===== config.mk =====
export PLATFORM = sky130hd
export DESIGN_NAME = adpcm_nibble_decoder
export DESIGN_NICKNAME = d
export VERILOG_FILES = /design/src/rtl/core/adec_pkg.sv /design/src/rtl/core/adpcm_nibble_decoder.sv /design/src/rtl/core/adec_step.sv /design/src/rtl/core/adec_scale.sv /design/src/rtl/core/adec_cfg.sv
export SDC_FILE = /design/constraint.sdc
export NUM_CORES = 1
export LEC_CHECK = 0
export BUFFER_PORTS_ARGS = -buffer_cell sky130_fd_sc_hd__buf_2
export CAP_MARGIN = 20
export CORE_MARGIN = 2
export CORE_UTILIZATION = 35
export CTS_CLUSTER_SIZE = 8
export DETAILED_ROUTE_END_ITERATION = 7
export GPL_TIMING_DRIVEN = 0
export HOLD_SLACK_MARGIN = 0.05
export SLEW_MARGIN = 30
export SYNTH_ARGS = -nofsm -noshare
export SYNTH_HDL_FRONTEND = slang
export SYNTH_SLANG_ARGS = --single-unit

===== constraint.sdc =====
create_clock -name clk -period 23.3 [get_ports clk]
set_input_delay 4.66 -clock clk [delete_from_list [all_inputs] [get_ports clk]]
set_output_delay 4.66 -clock clk [all_outputs]
set_load 0.02 [all_outputs]

===== src/rtl/core/adec_pkg.sv =====
`timescale 1ns / 1ps
`default_nettype none
// ----------------------------------------------------------------------------
// adec_pkg
// Shared types, constants and tables of the 4-bit ADPCM nibble decoder.
// ----------------------------------------------------------------------------
package adec_pkg;

    // decoder state: 12-bit predictor and step table index
    typedef struct packed {
        logic signed [11:0] pred;
        logic [5:0]         idx;
    } state_t;

    localparam logic signed [11:0] PRED_MAX     = 12'sd2047;
    localparam logic signed [11:0] PRED_MIN     = -12'sd2048;
    localparam logic signed [11:0] PRED_RESTART = -12'sd2;
    localparam logic [5:0]         IDX_MAX      = 6'd48;

    localparam logic signed [15:0] SAMPLE_MAX = 16'sh7FFF;
    localparam logic signed [15:0] SAMPLE_MIN = -16'sh8000;

    // configuration register map
    localparam int unsigned ADDR_W     = 3;
    localparam logic        REG_VOLUME = 1'b0;
    localparam logic [8:0]  VOL_RESET  = 9'd255;

    // step size table, floor(16 * 1.1^n)
    function automatic logic [10:0] step_size(input logic [5:0] idx);
        logic [10:0] s;
        begin
            case (idx)
                6'd0:  s = 11'd16;
                6'd1:  s = 11'd17;
                6'd2:  s = 11'd19;
                6'd3:  s = 11'd21;
                6'd4:  s = 11'd23;
                6'd5:  s = 11'd25;
                6'd6:  s = 11'd28;
                6'd7:  s = 11'd31;
                6'd8:  s = 11'd34;
                6'd9:  s = 11'd37;
                6'd10: s = 11'd41;
                6'd11: s = 11'd45;
                6'd12: s = 11'd50;
                6'd13: s = 11'd55;
                6'd14: s = 11'd60;
                6'd15: s = 11'd66;
                6'd16: s = 11'd73;
                6'd17: s = 11'd80;
                6'd18: s = 11'd88;
                6'd19: s = 11'd97;
                6'd20: s = 11'd107;
                6'd21: s = 11'd118;
                6'd22: s = 11'd130;
                6'd23: s = 11'd143;
                6'd24: s = 11'd157;
                6'd25: s = 11'd173;
                6'd26: s = 11'd190;
                6'd27: s = 11'd209;
                6'd28: s = 11'd230;
                6'd29: s = 11'd253;
                6'd30: s = 11'd279;
                6'd31: s = 11'd307;
                6'd32: s = 11'd337;
                6'd33: s = 11'd371;
                6'd34: s = 11'd408;
                6'd35: s = 11'd449;
                6'd36: s = 11'd494;
                6'd37: s = 11'd544;
                6'd38: s = 11'd598;
                6'd39: s = 11'd658;
                6'd40: s = 11'd724;
                6'd41: s = 11'd796;
                6'd42: s = 11'd876;
                6'd43: s = 11'd963;
                6'd44: s = 11'd1060;
                6'd45: s = 11'd1166;
                6'd46: s = 11'd1282;
                6'd47: s = 11'd1411;
                default: s = 11'd1552;
            endcase
            return s;
        end
    endfunction

    // index adjustment by code magnitude
    function automatic logic signed [4:0] index_move(input logic [2:0] mag);
        logic signed [4:0] m;
        begin
            case (mag)
                3'd4:    m = 5'sd2;
                3'd5:    m = 5'sd4;
                3'd6:    m = 5'sd6;
                3'd7:    m = 5'sd8;
                default: m = -5'sd1;
            endcase
            return m;
        end
    endfunction

endpackage
`default_nettype wire


===== src/rtl/core/adpcm_nibble_decoder.sv =====
`timescale 1ns / 1ps
`default_nettype none
// ----------------------------------------------------------------------------
// adpcm_nibble_decoder
// 4-bit ADPCM decoder with 12-bit predictor and volume-scaled 16-bit output.
//
// Input channel: code_valid/code_stall carry one nibble (code) and a restart
// flag per beat. Output channel: sample_valid/sample_stall carry one signed
// 16-bit sample_out per input beat, in order. The APB port writes the 9-bit
// volume register (byte address 0, 256 is unity gain).
// A beat accepted at a clock edge updates predictor and step index at that
// edge; its sample is then scaled from the new predictor and registered in
// the output register. One beat per cycle is sustained while the receiver
// does not stall; state update and scaling multiply overlap as two stages.
// Reset sets the predictor to -2, the step index to 0 and the volume to 255,
// and empties both stages. When the receiver stalls, the output register
// holds its sample; one more beat is taken into the first stage, after which
// code_stall rises until the output drains.
// ----------------------------------------------------------------------------
module adpcm_nibble_decoder (
    input  logic                        clk,
    input  logic                        rst_n,
    input  logic                        code_valid,
    output logic                        code_stall,
    input  logic [3:0]                  code,
    input  logic                        restart,
    output logic                        sample_valid,
    input  logic                        sample_stall,
    output logic signed [15:0]          sample_out,
    input  logic                        psel,
    input  logic                        penable,
    input  logic                        pwrite,
    input  logic [adec_pkg::ADDR_W-1:0] paddr,
    input  logic [31:0]                 pwdata,
    output logic [31:0]                 prdata,
    output logic                        pready
);
    import adec_pkg::*;

    logic               accept;
    logic               out_ready;
    logic [8:0]         volume;
    state_t             state_reg;
    state_t             state_next;
    state_t             step_result;
    logic               s1_valid_reg;
    logic               s1_valid_next;
    logic               out_valid_reg;
    logic               out_valid_next;
    logic signed [15:0] scaled;
    logic signed [15:0] sample_reg;

    adec_cfg u_cfg (
        .clk     (clk),
        .rst_n   (rst_n),
        .psel    (psel),
        .penable (penable),
        .pwrite  (pwrite),
        .paddr   (paddr),
        .pwdata  (pwdata),
        .prdata  (prdata),
        .pready  (pready),
        .volume  (volume)
    );

    adec_step u_step (
        .state_cur  (state_reg),
        .code       (code),
        .restart    (restart),
        .state_next (step_result)
    );

    adec_scale u_scale (
        .pred   (state_reg.pred),
        .volume (volume),
        .sample (scaled)
    );

    // pipeline flow control
    always_comb
    begin
        out_ready      = !out_valid_reg || !sample_stall;
        code_stall     = s1_valid_reg && !out_ready;
        accept         = code_valid && !code_stall;
        state_next     = accept ? step_result : state_reg;
        s1_valid_next  = accept || (s1_valid_reg && !out_ready);
        out_valid_next = out_ready ? s1_valid_reg : out_valid_reg;
    end

    // decoder state and stage valids
    always_ff @(posedge clk or negedge rst_n)
    begin
        if (!rst_n)
        begin
            state_reg.pred <= PRED_RESTART;
            state_reg.idx  <= 6'd0;
            s1_valid_reg   <= 1'b0;
            out_valid_reg  <= 1'b0;
        end
        else
        begin
            state_reg     <= state_next;
            s1_valid_reg  <= s1_valid_next;
            out_valid_reg <= out_valid_next;
        end
    end

    // output sample register
    always_ff @(posedge clk)
    begin
        if (out_ready && s1_valid_reg)
            sample_reg <= scaled;
    end

    assign sample_valid = out_valid_reg;
    assign sample_out   = sample_reg;

endmodule
`default_nettype wire


===== src/rtl/core/adec_step.sv =====
`timescale 1ns / 1ps
`default_nettype none
// ----------------------------------------------------------------------------
// adec_step
// Next-state logic: step lookup, difference, predictor and index clamping.
// ----------------------------------------------------------------------------
module adec_step (
    input  adec_pkg::state_t state_cur,
    input  logic [3:0]       code,
    input  logic             restart,
    output adec_pkg::state_t state_next
);
    import adec_pkg::*;

    logic signed [11:0] pred_base;
    logic [5:0]         idx_base;
    logic [10:0]        step;
    logic [11:0]        diff;
    logic signed [13:0] diff_s;
    logic signed [13:0] sig;
    logic signed [6:0]  idx_sum;

    // restart takes effect before the code is decoded
    always_comb
    begin
        pred_base = restart ? PRED_RESTART : state_cur.pred;
        idx_base  = restart ? 6'd0 : state_cur.idx;
        step      = step_size(idx_base);
    end

    // difference from the magnitude bits, then the sign bit
    always_comb
    begin
        diff = {4'd0, step[10:3]};
        if (code[2])
            diff = diff + {1'b0, step};
        if (code[1])
            diff = diff + {2'd0, step[10:1]};
        if (code[0])
            diff = diff + {3'd0, step[10:2]};
        diff_s = $signed({2'b00, diff});
        sig    = 14'(pred_base) + (code[3] ? -diff_s : diff_s);
    end

    // saturate predictor
    always_comb
    begin
        if (sig > 14'(PRED_MAX))
            state_next.pred = PRED_MAX;
        else if (sig < 14'(PRED_MIN))
            state_next.pred = PRED_MIN;
        else
            state_next.pred = sig[11:0];
    end

    // move and clamp step index
    always_comb
    begin
        idx_sum = $signed({1'b0, idx_base}) + 7'(index_move(code[2:0]));
        if (idx_sum > $signed({1'b0, IDX_MAX}))
            state_next.idx = IDX_MAX;
        else if (idx_sum < 7'sd0)
            state_next.idx = 6'd0;
        else
            state_next.idx = idx_sum[5:0];
    end

endmodule
`default_nettype wire


===== src/rtl/core/adec_scale.sv =====
`timescale 1ns / 1ps
`default_nettype none
// ----------------------------------------------------------------------------
// adec_scale
// Volume scaling: predictor times volume, arithmetic shift by four, saturate.
// ----------------------------------------------------------------------------
module adec_scale (
    input  logic signed [11:0] pred,
    input  logic [8:0]         volume,
    output logic signed [15:0] sample
);
    import adec_pkg::*;

    logic signed [21:0] prod;
    logic signed [17:0] shifted;

    // 12x10 signed multiply, drop four fraction bits
    always_comb
    begin
        prod    = pred * $signed({1'b0, volume});
        shifted = prod[21:4];
    end

    // clip to 16 bits, only reachable for volume above unity
    always_comb
    begin
        if (shifted > 18'(SAMPLE_MAX))
            sample = SAMPLE_MAX;
        else if (shifted < 18'(SAMPLE_MIN))
            sample = SAMPLE_MIN;
        else
            sample = shifted[15:0];
    end

endmodule
`default_nettype wire


===== src/rtl/core/adec_cfg.sv =====
`timescale 1ns / 1ps
`default_nettype none
// ----------------------------------------------------------------------------
// adec_cfg
// APB register block holding the volume register.
// ----------------------------------------------------------------------------
module adec_cfg (
    input  logic                        clk,
    input  logic                        rst_n,
    input  logic                        psel,
    input  logic                        penable,
    input  logic                        pwrite,
    input  logic [adec_pkg::ADDR_W-1:0] paddr,
    input  logic [31:0]                 pwdata,
    output logic [31:0]                 prdata,
    output logic                        pready,
    output logic [8:0]                  volume
);
    import adec_pkg::*;

    logic       wr_en;
    logic [8:0] volume_reg;
    logic [8:0] volume_next;

    assign pready = 1'b1;

    // write decode, register index from word address
    always_comb
    begin
        wr_en       = psel && penable && pwrite && pready;
        volume_next = volume_reg;
        unique case (paddr[2])
            REG_VOLUME:
                if (wr_en)
                    volume_next = pwdata[8:0];
            default: ;
        endcase
    end

    always_ff @(posedge clk or negedge rst_n)
    begin
        if (!rst_n)
            volume_reg <= VOL_RESET;
        else
            volume_reg <= volume_next;
    end

    // read mux
    always_comb
    begin
        unique case (paddr[2])
            REG_VOLUME: prdata = {23'd0, volume_reg};
            default:    prdata = 32'd0;
        endcase
    end

    assign volume = volume_reg;

endmodule
`default_nettype wire


# After elaboration in Yosys (flattened, before gate mapping)
# Memory sizes are Yosys's and may differ from the RTL's.
# Index checks and enable logic that the tools add are counted.
word_totals:
  rom_bits: 704
  in_bits: 47
  mem_count: 1
  latch_bits: 0
  elab_cells: 50
  ff_bits: 45
  output_inout_bits: 51
  ram_bits: 0
mem_list:
  columns: ["name", "words", "word_bits", "rd", "rd_clocked_by_memory_dff", "wr", "line", "text"]
  rows:
  - ["(name not given)", 64, 11, 1, 0, 0, "adec_pkg.sv:32", "case (idx)"]
classes:
  bitwise: 1
  add_sub_neg: 6
  multipliers: 1
  n_reduce_logical: 12
  div_mod_pow: 0
  magnitude_cmp: 6
  eq_ne: 4
  shifts: 0
  muxes: 13
ops:
  columns: ["operator", "count"]
  rows:
  - ["2-to-1 mux 12 bit", 6]
  - ["multiplier 12 x 10 -> 22 bit", 1]
  - ["case mux 5 bit (4 select lines)", 1]
  - ["> comparator 18 x 16 -> 1 bit (second input constant)", 1]
  - ["less-than comparator 18 x 16 -> 1 bit (second input constant)", 1]
  - ["2-to-1 mux 6 bit", 3]
  - ["2-to-1 mux 16 bit", 1]
  - ["adder 12 x 14 -> 14 bit", 1]
  - ["> comparator 14 x 12 -> 1 bit (second input constant)", 1]
  - ["less-than comparator 14 x 12 -> 1 bit (second input constant)", 1]
  - ["2-to-1 mux 14 bit", 1]
  - ["negation 12 -> 14 bit", 1]
  - ["adder 12 x 10 -> 12 bit", 1]
  - ["adder 12 x 9 -> 12 bit", 1]
  - ["adder 8 x 11 -> 12 bit", 1]
  - ["== test 3 bit (second input constant)", 4]
  - ["2-to-1 mux 9 bit", 1]
  - ["adder 7 x 5 -> 7 bit", 1]
  - ["> comparator 7 bit (second input constant)", 1]
  - ["less-than comparator 7 x 1 -> 1 bit (second input constant)", 1]
  - ["logical AND 1 bit", 5]
  - ["zero test 1 bit", 4]
  - ["logical OR 1 bit", 2]
  - ["AND reduction 2 bit", 1]
  - ["NOT 1 bit", 1]

# Longest topological paths before layout
# Gate-level depths: netlist of the first run.
# An unclocked memory read counts as a cell.
logic_depth:
  ltp_word: 14
  mapped_depth: 45
  depth_no_buf: 42

# By module
# A second synthesis of the first run with hierarchy kept.
unflattened:
  hier_cells: 1264
  hier_area_um2: 10913.0
by_module_without_submodules:
  columns: ["mod", "cells_each", "n_inst", "area_each_um2", "seq_area_each_um2"]
  rows:
  - ["adec_scale", 494, 1, 4355.4, 0.0]
  - ["adec_step", 592, 1, 4314.1, 0.0]
  - ["adpcm_nibble_decoder", 124, 1, 1616.6, 994.7]
  - ["adec_cfg", 54, 1, 626.9, 235.2]

# Worst setup path after synthesis of the first run
# No wires, ideal clock.
synth_path:
  path_kind: "input to register"
  from: "input restart"
  to: "register state_reg[10] (netlist name)"
  path_buffers: 2
  arrival_ns: 13.153
  setup_time_ns: 0.073
  cell_stages: 40
  setup_slack_ns: 10.074
  path_cell_list: "buf_2 -> buf_1 -> nor2b_1 -> inv_1 -> ha_1 -> mux2_2 -> a211oi_1 -> or3_1 -> nand2_1 -> ha_1 -> fa_1 -> a211oi_1 -> o21bai_1 -> a21o_1 -> and2_1 -> ha_1 -> or2_2 -> a21oi_1 -> (+4 left out) -> o21bai_1 -> nand4_1 -> a21oi_1 -> and4b_1 -> a311oi_2 -> xor2_2 -> or2_2 -> a22oi_1 -> o22ai_1 -> a22oi_1 -> ha_1 -> or4_1 -> o311ai_0 -> nor2_1 -> or3_4 -> o31ai_4 -> nor3_2 -> a21oi_1"
synth_via:
  elab_chain_cells: 14
  elab_cells_between_ends: 16
  classes_between: "add/sub (5); order compare (2); mux (8); memory (1)"
synth_lines:
  columns: ["element", "line", "text"]
  rows:
  - ["start: declaration", "adpcm_nibble_decoder.sv:26", "input logic restart,"]
  - ["2-to-1 mux 6 bit", "adec_step.sv:27", "idx_base = restart ? 6'd0 : state_cur.idx;"]
  - ["memory read (64 x 11 bit)", null, null]
  - ["adder 8 x 11 -> 12 bit", "adec_step.sv:36", "diff = diff + {1'b0, step};"]
  - ["2-to-1 mux 12 bit", "adec_step.sv:35", "if (code[2])"]
  - ["adder 12 x 10 -> 12 bit", "adec_step.sv:38", "diff = diff + {2'd0, step[10:1]};"]
  - ["2-to-1 mux 12 bit", "adec_step.sv:37", "if (code[1])"]
  - ["adder 12 x 9 -> 12 bit", "adec_step.sv:40", "diff = diff + {3'd0, step[10:2]};"]
  - ["2-to-1 mux 12 bit", "adec_step.sv:39", "if (code[0])"]
  - ["negation 12 -> 14 bit", "adec_step.sv:42", "sig = 14'(pred_base) + (code[3] ? -diff_s : diff_s);"]
  - ["2-to-1 mux 14 bit", "adec_step.sv:42", null]
  - ["adder 12 x 14 -> 14 bit *", "adec_step.sv:42", null]
  - ["less-than comparator 14 x 12 -> 1 bit", "adec_step.sv:50", "else if (sig < 14'(PRED_MIN))"]
  - ["2-to-1 mux 12 bit", "adec_step.sv:50", null]
  - ["2-to-1 mux 12 bit *", "adec_step.sv:48", "if (sig > 14'(PRED_MAX))"]
# Mark *: on every way between the ends. The rest lies on a longest branch, timed or not.
# A chain may end at the register's enable or synchronous reset.

# Final worst setup path of the first run
layout_path:
  from: "input restart"
  to: "register state_reg[16] (netlist name)"
layout_via:
  elab_chain_cells: 14
  elab_cells_between_ends: 16
  classes_between: "add/sub (5); order compare (2); mux (8); memory (1)"
layout_lines:
  columns: ["element", "line"]
  rows:
  - ["2-to-1 mux 6 bit", "adec_step.sv:27"]
  - ["memory read (64 x 11 bit)", null]
  - ["adder 8 x 11 -> 12 bit", "adec_step.sv:36"]
  - ["2-to-1 mux 12 bit", "adec_step.sv:35"]
  - ["adder 12 x 10 -> 12 bit", "adec_step.sv:38"]
  - ["2-to-1 mux 12 bit", "adec_step.sv:37"]
  - ["adder 12 x 9 -> 12 bit", "adec_step.sv:40"]
  - ["2-to-1 mux 12 bit", "adec_step.sv:39"]
  - ["negation 12 -> 14 bit", "adec_step.sv:42"]
  - ["2-to-1 mux 14 bit", "adec_step.sv:42"]
  - ["adder 12 x 14 -> 14 bit *", "adec_step.sv:42"]
  - ["less-than comparator 14 x 12 -> 1 bit", "adec_step.sv:50"]
  - ["2-to-1 mux 12 bit", "adec_step.sv:50"]
  - ["2-to-1 mux 12 bit *", "adec_step.sv:48"]
# Marks and branches as above.

==> results.md, run 1 <==
- Detailed placer's ending HPWL: 20,040 µm
- Number of synthesized flops with an enable pin: 16
- Reg-to-Reg Start: state_reg[0]$_DFFE_PN0P_
- Worst Hold Launch: s1_valid_reg$_DFF_PN0_
- PostCTS Resize Cnt: 0
- Filler instances: 2,947
- Crit path DAT: 14,650 ps
- Fin. Hold Viols: 0
- Root buffer cell: clkbuf_16
- Vias: 8,287
- Worst slew margin: 40.51%
- Die ar.: 30,420 µm²
- Most used cell, CP: ha_1
- Post-CTS setup buffer count: 0
- Vias in the first global route: 8,134
- DIE WIDTH: 174.4 µm
- Reg-to-reg endpoint: state_reg[16]$_DFFE_PN1P_
- Worst clock skew: 11.59 ps
- DR iter-0 viols: 549
- CTS Sinks: 45
- Setup violators final: 0
- Reg2reg path depth: 38
- First-pass GRT wire length: 40,480 µm
- Worst-case hold path end point: sample_valid$_DFFE_PN0N_
- Share of cells above drive strength 1: 13.97%
- Synth Flop Type: dfstp_2
- Routed Antenna Nets: 0
- Flip-flop count of the largest register after layout: 18
- WHS Path Cells: 1
- Worst Tran Pin Value: 883.0 ps
- CTS HTree Levels: 2
- CTS Hold Bufs: 0
- Rows: 62
- Asr flop ratio synth: 64.44%
- Ys Warns: 0
- Starting Density: 35.51%
- Worst path max stage delay: 540 ps
- Final Critical Period: 14,440 ps
- Sequential element share of the synthesized area: 12.10%
- Mapped Area: 10,160 µm²
- Seq cells post-synth: 45
- GP Congestion: 0.9308
- Max-Cap Viols: 0
- GR Overflow Total: 0
- Status: completed
- Worst-skew pair later-pin latency: 300 ps
- Largest net degree at the start of global routing: 30
- Max clock buf depth: 2
- CTS clock-pin slew for the worst setup and hold paths: 70 ps
- # port buffers: 47
- R2R Setup Slk: 13,310 ps
- Setup_tns: 0 ps
- CP max FO: 10
- CP max-delay cell: nor2b_1
- FMAX: 0.06928 GHz
- Max Slew Vio Count: 0
- Diode count: 0
- DR WL/cell: 14.45 µm
- Gr usage total: 15.92%
- Die Span Y: 174.4 µm
- Crit Path Class: input pin to register
- Initial antenna violation count: 0
- Req. time, crit path: 23,520 ps
- CTS tree: done
- RSZ-0062 raised after global routing: no
- Core area: 28,630 µm²
- Period utilisation layout: 61.95%
- Worst Hold Class: register to register
- Crit start category: input pin
- CTS buffer count: 5
- Boundary Pins: 98
- Fin nets: 1,527
- P&R area growth vs syn: 9.724%
- TritonRoute pass-1 iters: 5
- Vias per inst: 4.977
- Total wire length: 24,060 µm
- Cells after Synth: 1,203
- CP Capture Type: register
- Mean Syn Cell Area: 8.450 µm²
- Cell variety after synth: 95
- Drc violations: 0
-- through the flow --
step	cell area [µm²]	hold slack, ps	util [%]	worst slack, ps	std cells
floorplan	10250	443.4	-	10070	1225
global placement	10960	463.3	38.30	8725	1656
detailed placement	10980	463.8	38.36	8587	1657
CTS	11150	481.0	38.96	8891	1665
global route	11150	512.2	38.96	7981	1665
finish	11150	480.4	38.96	8865	1665
-- placed cells by master, fill, tap and decap left out, drive strengths merged, types with 11 or more instances in the layout --
cell / synthesis / final
mux2: 16 / 16
or3: 11 / 11
clkbuf: 35 / 42
buf: 43 / 91
nand2: 99 / 99
nor2: 52 / 52
o21a: 12 / 12
fa: 98 / 98
xnor2: 44 / 44
and2: 75 / 75
a211oi: 16 / 16
edfxtp: 16 / 16
conb: 2 / 24
inv: 139 / 139
ha: 102 / 102
o31ai: 16 / 16
nand3: 20 / 20
nor2b: 24 / 24
or2: 23 / 23
xor2: 21 / 21
nand2b: 11 / 11
a21oi: 58 / 58
nor3: 24 / 24
dfstp: 19 / 19
a21o: 19 / 19
o21ai: 68 / 68
-- worst max-delay path by stage --
stage | start | end | cells past startpoint
6_report | restart | state_reg[16]$_DFFE_PN1P_ | 41
5_1_grt | restart | state_reg[16]$_DFFE_PN1P_ | 41
2_1_floorplan | restart | state_reg[10]$_DFFE_PN1P_ | 40
3_5_place_dp | restart | state_reg[16]$_DFFE_PN1P_ | 41
3_3_place_gp | restart | state_reg[15]$_DFFE_PN1P_ | 41
4_1_cts | restart | state_reg[16]$_DFFE_PN1P_ | 41
-- routing by layer --
| metal | share of wire (%) | up-vias | global-route usage, % |
|---|---|---|---|
| li1 | - | 4201 | - |
| met1 | 47 | 3902 | 21.53 |
| met2 | 49 | 164 | 28.39 |
| met3 | 3.6 | 20 | 0.9624 |
| met4 | 0.96 | 0 | 2.591 |
| met5 | 0 | - | 0 |
-- logic make-up (layout without fill, tap and decap cells) --
logic type               Yosys count  in the layout  synth area share (%)
XOR/XNOR                          65             65                 5.675
buffers and inverters            218            274                 9.515
other                              2             24               0.07388
adder cells (fa/ha/maj)          200            200                 31.86
multiplexers                      27             27                 3.016
AND/OR/NAND/NOR                  382            382                 20.30
flip-flops                        45             45                 12.10
AO/OA/AOI/OAI                    264            264                 17.47
-- synthesized netlist by cell type, types with 22 or more instances --
master | instances | area [µm²]
a21oi_1 | 58 | 290.3
and2_1 | 75 | 469.2
buf_4 | 25 | 187.7
clkbuf_1 | 35 | 131.4
fa_1 | 98 | 1962
ha_1 | 102 | 1276
inv_1 | 137 | 514.2
nand2_1 | 98 | 367.9
nor2_1 | 52 | 195.2
nor2b_1 | 24 | 150.1
nor3_1 | 22 | 110.1
o21ai_0 | 57 | 285.3
xnor2_1 | 44 | 385.4
-- final cells by class --
type / count / area (µm²) / share of cell area [%]
clock buffer: 7 / 163.9 / 1.470
clock inverter: 1 / 7.507 / 0.06731
sequential: 45 / 1230 / 11.03
inverter: 140 / 525.5 / 4.712
timing repair buffer: 48 / 242.7 / 2.176
buffer: 78 / 441.7 / 3.960
tap: 384 / 480.5 / 4.308
multi-input combinational: 962 / 8061 / 72.28
-- critical path: cells and delay by family --
kind,cells,cell delay [ps]
AO/OA/AOI/OAI,13,2150
XOR/XNOR,1,210
adder cells (fa/ha/maj),6,1790
buffers and inverters,4,770
AND/OR/NAND/NOR,17,5060
Power of run 1 is not shown: default switching activity piles up to over one toggle a cycle in this logic, so the estimate is an artifact.
==> run 2, diff against run 1 <==
ABC_AREA = 1   (was unset)
clock period = 14.3 ns   (was 23.3 ns; I/O delays follow)
==> run 2 against run 1 <==
Compared with the run above:
- sequential cell count did not move
- via count rose by 6.6%
- synthesized cell count rose by 22%
- global-route usage rose by 0.62 points
- die area fell by 0.97%
- area after synthesis fell by 1.0%
- final cell count rose by 16%
- count of clock-buffer cells in the layout fell by 1
- cell area fell by 1.2%
- first-iteration DRC count fell by 26%
- critical path type unchanged
- critical endpoint is now state_reg[6]$_DFFE_PN0P_
==> results.md, run 2 <==
- Status: completed (unchanged)
- M1 wire length: 11,110 µm (was 11,230 µm)
- Vias per inst: 4.588 (was 4.977)
- Setup violators final: 0 (unchanged)
- TritonRoute pass-1 iters: 5 (unchanged)
- Share of the synthesized area in the top cell type: 19.50% (was 19.30%)
- Max clock buf depth: 2 (unchanged)
- CTS Hold Bufs: 0 (unchanged)
- Seq cells post-synth: 45 (unchanged)
- Most common cell in the netlist: nand2_1 (was inv_1)
- Core area: 28,470 µm² (was 28,630 µm²)
- Share of cells above drive strength 1: 10.31% (was 13.97%)
- Boundary Pins: 98 (unchanged)
- Largest net degree at the start of global routing: 30 (unchanged)
- Mapped Area: 10,060 µm² (was 10,160 µm²)
- WL met2: 11,420 µm (was 11,730 µm)
- Worst path max stage delay: 750 ps (was 540 ps)
- Setup_tns: 0 ps (unchanged)
- Vias: 8,836 (was 8,287)
- GP Congestion: 0.8938 (was 0.9308)
- CTS buffer count: 5 (unchanged)
- CTS clock-pin slew for the worst setup and hold paths: 70 ps (about the same)
- Max-Cap Viols: 0 (unchanged)
- Sequential element share of the synthesized area: 12.22% (was 12.10%)
- GR Overflow Total: 0 (unchanged)
- DR iter-0 viols: 409 (was 549)
- Synth top cells by count: nand2_1, inv_1, nand3_1 (was inv_1, ha_1, fa_1, nand2_1, and2_1)
- Vias in the first global route: 8,854 (was 8,134)
- Worst Hold Class: register to register (unchanged)
- Flip-flop count of the largest register after layout: 18 (unchanged)
- Worst-skew pair later-pin latency: 300 ps (about the same)
- Routed Antenna Nets: 0 (unchanged)
- # port buffers: 44 (was 47)
- Total wire length: 23,860 µm (was 24,060 µm)
- CP max FO: 10 (unchanged)
- Root buffer cell: clkbuf_16 (unchanged)
- Number of synthesized flops with an enable pin: 16 (unchanged)
- Top layer in use: met4 (unchanged)
- Fin. Hold Viols: 0 (unchanged)
- FMAX: 0.09039 GHz
- CP Capture Type: register (unchanged)
- Mean Syn Cell Area: 6.855 µm² (was 8.450 µm²)
- Met3 wire len: 1012 µm (was 870 µm)
- Most frequent cells in the layout: nand2_1, inv_1, nand3_1, ha_1, fa_1 (was inv_1, ha_1, nand2_1, fa_1, and2_1)
- Die Span Y: 173.6 µm (was 174.4 µm)
- RSZ-0062 raised after global routing: no (unchanged)
- Synth Flop Type: dfstp_2 (unchanged)
- DIE WIDTH: 173.6 µm (was 174.4 µm)
- Initial antenna violation count: 0 (unchanged)
- Fin nets: 1,788 (was 1,527)
- DR WL/cell: 12.39 µm (was 14.45 µm)
- Crit start category: input pin (unchanged)
- Post-CTS setup buffer count: 0 (unchanged)
- Drc violations: 0 (unchanged)
- Gr usage total: 16.54% (was 15.92%)
- Ys Warns: 0 (unchanged)
- Diode count: 0 (unchanged)
- Most used cell, CP: nand2_1 (was ha_1)
- Die ar.: 30,120 µm² (was 30,420 µm²)
- CTS Sinks: 45 (unchanged)
- Crit path DAT: 11,260 ps (was 14,650 ps)
- Synth area leader: fa_1 (unchanged)
- PostCTS Resize Cnt: 0 (unchanged)
- Worst slew margin: 35.62% (was 40.51%)
- CTS tree: done (unchanged)
- P&R area growth vs syn: 9.449% (was 9.724%)
- Rows: 62 (unchanged)
- Final Critical Period: 11,060 ps
- Cell variety after synth: 48 (was 95)
- Synth area leaders: fa_1, nand2_1, ha_1, inv_1, nand3_1 (was fa_1, ha_1, inv_1, dfstp_2, edfxtp_1)
- Cells after Synth: 1,468 (was 1,203)
- CP max-delay cell: a21boi_0 (was nor2b_1)
- Max Slew Vio Count: 0 (unchanged)
- Filler instances: 3,004 (was 2,947)
- Crit Path Class: input pin to register (unchanged)
- Detailed placer's ending HPWL: 20,270 µm (was 20,040 µm)
- First-pass GRT wire length: 41,500 µm (was 40,480 µm)
- Worst clock skew: 8.401 ps (was 11.59 ps)
- Req. time, crit path: 14,500 ps (was 23,520 ps)
- Most common cell after layout, fill and taps aside: nand2_1 (was inv_1)
- Worst Tran Pin Value: 957.1 ps (was 883.0 ps)
- Period utilisation layout: 77.37%
- Asr flop ratio synth: 64.44% (unchanged)
- Starting Density: 35.35% (was 35.51%)
- CTS HTree Levels: 2 (unchanged)
## run 2: changes by cell type after synthesis, sizes merged, moves of 24 or more
cell	delta
nand3	+94
o21ai	-36
inv	+180
and2	-71
nand2	+323
xnor2	-28
nor2b	-24
## run 2: worst paths after layout
check / cells past startpoint / slack [ps] / to / start
setup / recovery: 60 / 3240 / state_reg[6]$_DFFE_PN0P_ / restart
hold / removal: 2 / 470 / sample_valid$_DFFE_PN0N_ / s1_valid_reg$_DFF_PN0_
setup reg to reg: 60 / 5500 / state_reg[6]$_DFFE_PN0P_ / state_reg[0]$_DFFE_PN0P_
hold reg to reg: 2 / 470 / sample_valid$_DFFE_PN0N_ / s1_valid_reg$_DFF_PN0_
max in group asynchronous: 1 / 11240 / s1_valid_reg$_DFF_PN0_ / rst_n
min in group asynchronous: 1 / 2600 / u_cfg.volume[8]$_DFFE_PN0P_ / rst_n
## run 2: cells by family (layout without fill, tap and decap cells)
family / Yosys count / count (layout) / share of synthesized area (%)
fa+ha+maj: 200 / 200 / 32.18
simple gates: 652 / 652 / 27.89
xor+xnor: 53 / 53 / 4.613
compound gates: 130 / 130 / 7.249
flops: 45 / 45 / 12.22
buf+inv: 386 / 438 / 15.78
other cells: 2 / 24 / 0.07463
## run 2: area by class of cell
cell class | count | area, µm² | area share (%)
buffer | 64 | 376.6 | 3.419
clock buffer | 6 | 150.1 | 1.363
clock inverter | 2 | 13.76 | 0.1250
inverter | 322 | 1211 | 11.00
multi-input combinational | 1059 | 7332 | 66.57
sequential | 45 | 1230 | 11.17
tap | 384 | 480.5 | 4.362
timing repair buffer | 44 | 220.2 | 1.999
## run 2: per-layer routing
| layer | vias to the layer above | GRT usage, % |
|---|---|---|
| met5 | - | 0 |
| met2 | 148 | 29.07 |
| met3 | 17 | 1.447 |
| met4 | 0 | 3.814 |
| li1 | 4588 | - |
| met1 | 4083 | 22.04 |
## run 2: worst max-delay path, delay by kind of cell
| kind | cells | cell delay, ps |
|---|---|---|
| buffers and inverters | 10 | 1070 |
| adders and majority gates | 5 | 1600 |
| xor gates and xnor gates | 3 | 450 |
| AOI/OAI and AO/OA | 10 | 1790 |
| and+or+nand+nor | 32 | 3470 |
## run 2: metrics by stage
| stage | cell area (µm²) | utilization, % | hold slack (ps) | std cells | setup WS (ps) |
|---|---|---|---|---|---|
| floorplan | 10150 | - | 433.1 | 1490 | 4534 |
| global placement | 10850 | 38.10 | 446.5 | 1918 | 2975 |
| global route | 11010 | 38.69 | 502.4 | 1926 | 2293 |
| detailed placement | 10850 | 38.11 | 462.1 | 1918 | 2938 |
| finish | 11010 | 38.69 | 472.8 | 1926 | 3237 |
| CTS | 11010 | 38.69 | 474.7 | 1926 | 3252 |
Power of run 2 is left out for the same reason.
==> run 3, diff against run 2 <==
clock period = 10.9 ns   (was 14.3 ns; I/O delays follow)
==> run 3 against run 2 <==
Compared with the run above:
- via count shrank 0.31%
- global-route usage did not move
- clock skew about the same
- critical path type unchanged
- critical endpoint unchanged
==> results.md, run 3 (same netlist as run 2, synthesis figures left out) <==
- Initial antenna violation count: 0 (unchanged)
- Fin nets: 1,788 (unchanged)
- FMAX: 0.1011 GHz
- Filler instances: 3,004 (unchanged)
- Period utilisation layout: 90.78%
- Most used cell, CP: nand2_1 (unchanged)
- Fin. Hold Viols: 0 (unchanged)
- Buf/Inv on CP: 10 (unchanged)
- Final Critical Period: 9895 ps
- Routed Antenna Nets: 0 (unchanged)
- CP Capture Type: register (unchanged)
- Worst Tran Pin Value: 830.5 ps (was 957.1 ps)
- CTS tree: done (unchanged)
- TritonRoute pass-1 iters: 5 (unchanged)
- Req. time, crit path: 11,100 ps (was 14,500 ps)
- WHS: 472.8 ps (about the same)
- Starting Density: 35.35% (unchanged)
- DP Area: 10,850 µm² (unchanged)
- Detailed placer's ending HPWL: 20,270 µm (unchanged)
- Top Family by Delay on Critical Path: simple AND/OR/NAND/NOR gates (unchanged)
- Setup_tns: 0 ps (unchanged)
- CTS Hold Bufs: 0 (unchanged)
- Root buffer cell: clkbuf_16 (unchanged)
- Crit path DAT: 10,090 ps (was 11,260 ps)
- Status: completed (unchanged)
- Most common cell after layout, fill and taps aside: nand2_1 (unchanged)
- Storage element area: 1230 µm² (unchanged)
- CTS clock-pin slew for the worst setup and hold paths: 70 ps (about the same)
- Boundary Pins: 98 (unchanged)
- CTS HTree Levels: 2 (unchanged)
- Gr usage total: 16.54% (unchanged)
- Die ar.: 30,120 µm² (unchanged)
- Worst slew margin: 44.63% (was 35.62%)
- RSZ-0062 raised after global routing: no (unchanged)
- Crit Path Class: input pin to register (unchanged)
- Max Slew Vio Count: 0 (unchanged)
- Most frequent cells in the layout: nand2_1, inv_1, nand3_1, ha_1, fa_1 (unchanged)
- Setup violators final: 0 (unchanged)
- DR iter-0 viols: 415 (was 409)
- P&R area growth vs syn: 9.487% (was 9.449%)
- Diode count: 0 (unchanged)
- Worst Hold Class: register to register (unchanged)
- CTS Sinks: 45 (unchanged)
- Vias in the first global route: 8,854 (unchanged)
- DIE WIDTH: 173.6 µm (unchanged)
- Worst path max stage delay: 450 ps (was 750 ps)
- Vias: 8,809 (was 8,836)
- Die Span Y: 173.6 µm (unchanged)
- GP Congestion: 0.8938 (unchanged)
- Flip-flop count of the largest register after layout: 18 (unchanged)
- CP max-delay cell: nor2_1 (was a21boi_0)
- Area of the multi-input gates: 7336 µm² (was 7332 µm²)
- Rows: 62 (unchanged)
- Core area: 28,470 µm² (unchanged)
- Worst-skew pair later-pin latency: 300 ps (about the same)
- Share of cells above drive strength 1: 10.38% (was 10.31%)
- Worst Hold Launch: s1_valid_reg$_DFF_PN0_ (unchanged)
- Worst setup path startpoint: restart (unchanged)
- Total wire length: 23,800 µm (was 23,860 µm)
- Largest net degree at the start of global routing: 30 (unchanged)
- Max-Cap Viols: 0 (unchanged)
- DR WL/cell: 12.36 µm (was 12.39 µm)
- Crit start category: input pin (unchanged)
- First-pass GRT wire length: 41,500 µm (unchanged)
- Worst clock skew: 8.484 ps (was 8.401 ps)
- GR Overflow Total: 0 (unchanged)
- Vias per inst: 4.574 (was 4.588)
- CTS buffer count: 5 (unchanged)
- Max clock buf depth: 2 (unchanged)
- Drc violations: 0 (unchanged)
- CP max FO: 10 (unchanged)
- Reg-to-Reg Start: state_reg[0]$_DFFE_PN0P_ (unchanged)
- # port buffers: 44 (unchanged)
- Finished Cell Area: 11,020 µm² (was 11,010 µm²)
run 3: cell counts in the layout (fill, tap and decap cells not counted):
Identical to the previous run, type by type.
run 3: path summary, 6_finish.rpt:
path,depth (start not counted),to,slack (ps)
worst max-delay path,60,state_reg[6]$_DFFE_PN0P_,1010
worst min-delay path,2,sample_valid$_DFFE_PN0N_,470
worst max register to register,60,state_reg[6]$_DFFE_PN0P_,2590
worst min register to register,2,sample_valid$_DFFE_PN0N_,470
max in group asynchronous,1,s1_valid_reg$_DFF_PN0_,8520
min in group asynchronous,1,u_cfg.volume[8]$_DFFE_PN0P_,1920
run 3: per-stage QoR:
step | utilization (%) | setup slack [ps] | std cells
finish | 38.70 | 1005 | 1926
global route | 38.70 | 48.93 | 1926
CTS | 38.69 | 531.6 | 1926
detailed placement | 38.11 | 217.7 | 1918
global placement | 38.10 | 254.8 | 1918
floorplan | - | 1814 | 1490
run 3: worst register-to-register path, delay by kind of cell (launching register included):
family                     cells  cell delay [ps]
buffers and inverters         10             1000
adders and majority gates      5             1530
and+or+nand+nor               32             3430
xor gates and xnor gates       3              450
DFF                            1              380
AOI/OAI and AO/OA             10             1400
run 3: layout make-up:
class	count	share of cell area, %
Sequential cell	45	11.16
Tap cell	384	4.361
Timing Repair Buffer	44	1.999
Clock buffer	6	1.363
Clock inverter	2	0.1249
Buffer	64	3.418
Multi-Input combinational cell	1059	66.58
Inverter	322	10.99
run 3: metal layers:
metal | track usage [%] | share of wire (%)
met5 | 0 | 0
met2 | 29.07 | 48
met4 | 3.814 | 1.3
met1 | 22.04 | 46
met3 | 1.447 | 4.4
run 3: what timing repair did:
action	4_1_cts	5_1_grt
buffers inserted	0	0
endpoints found under the setup margin	0	12
resized for setup	0	2
Power of run 3 is left out for the same reason.
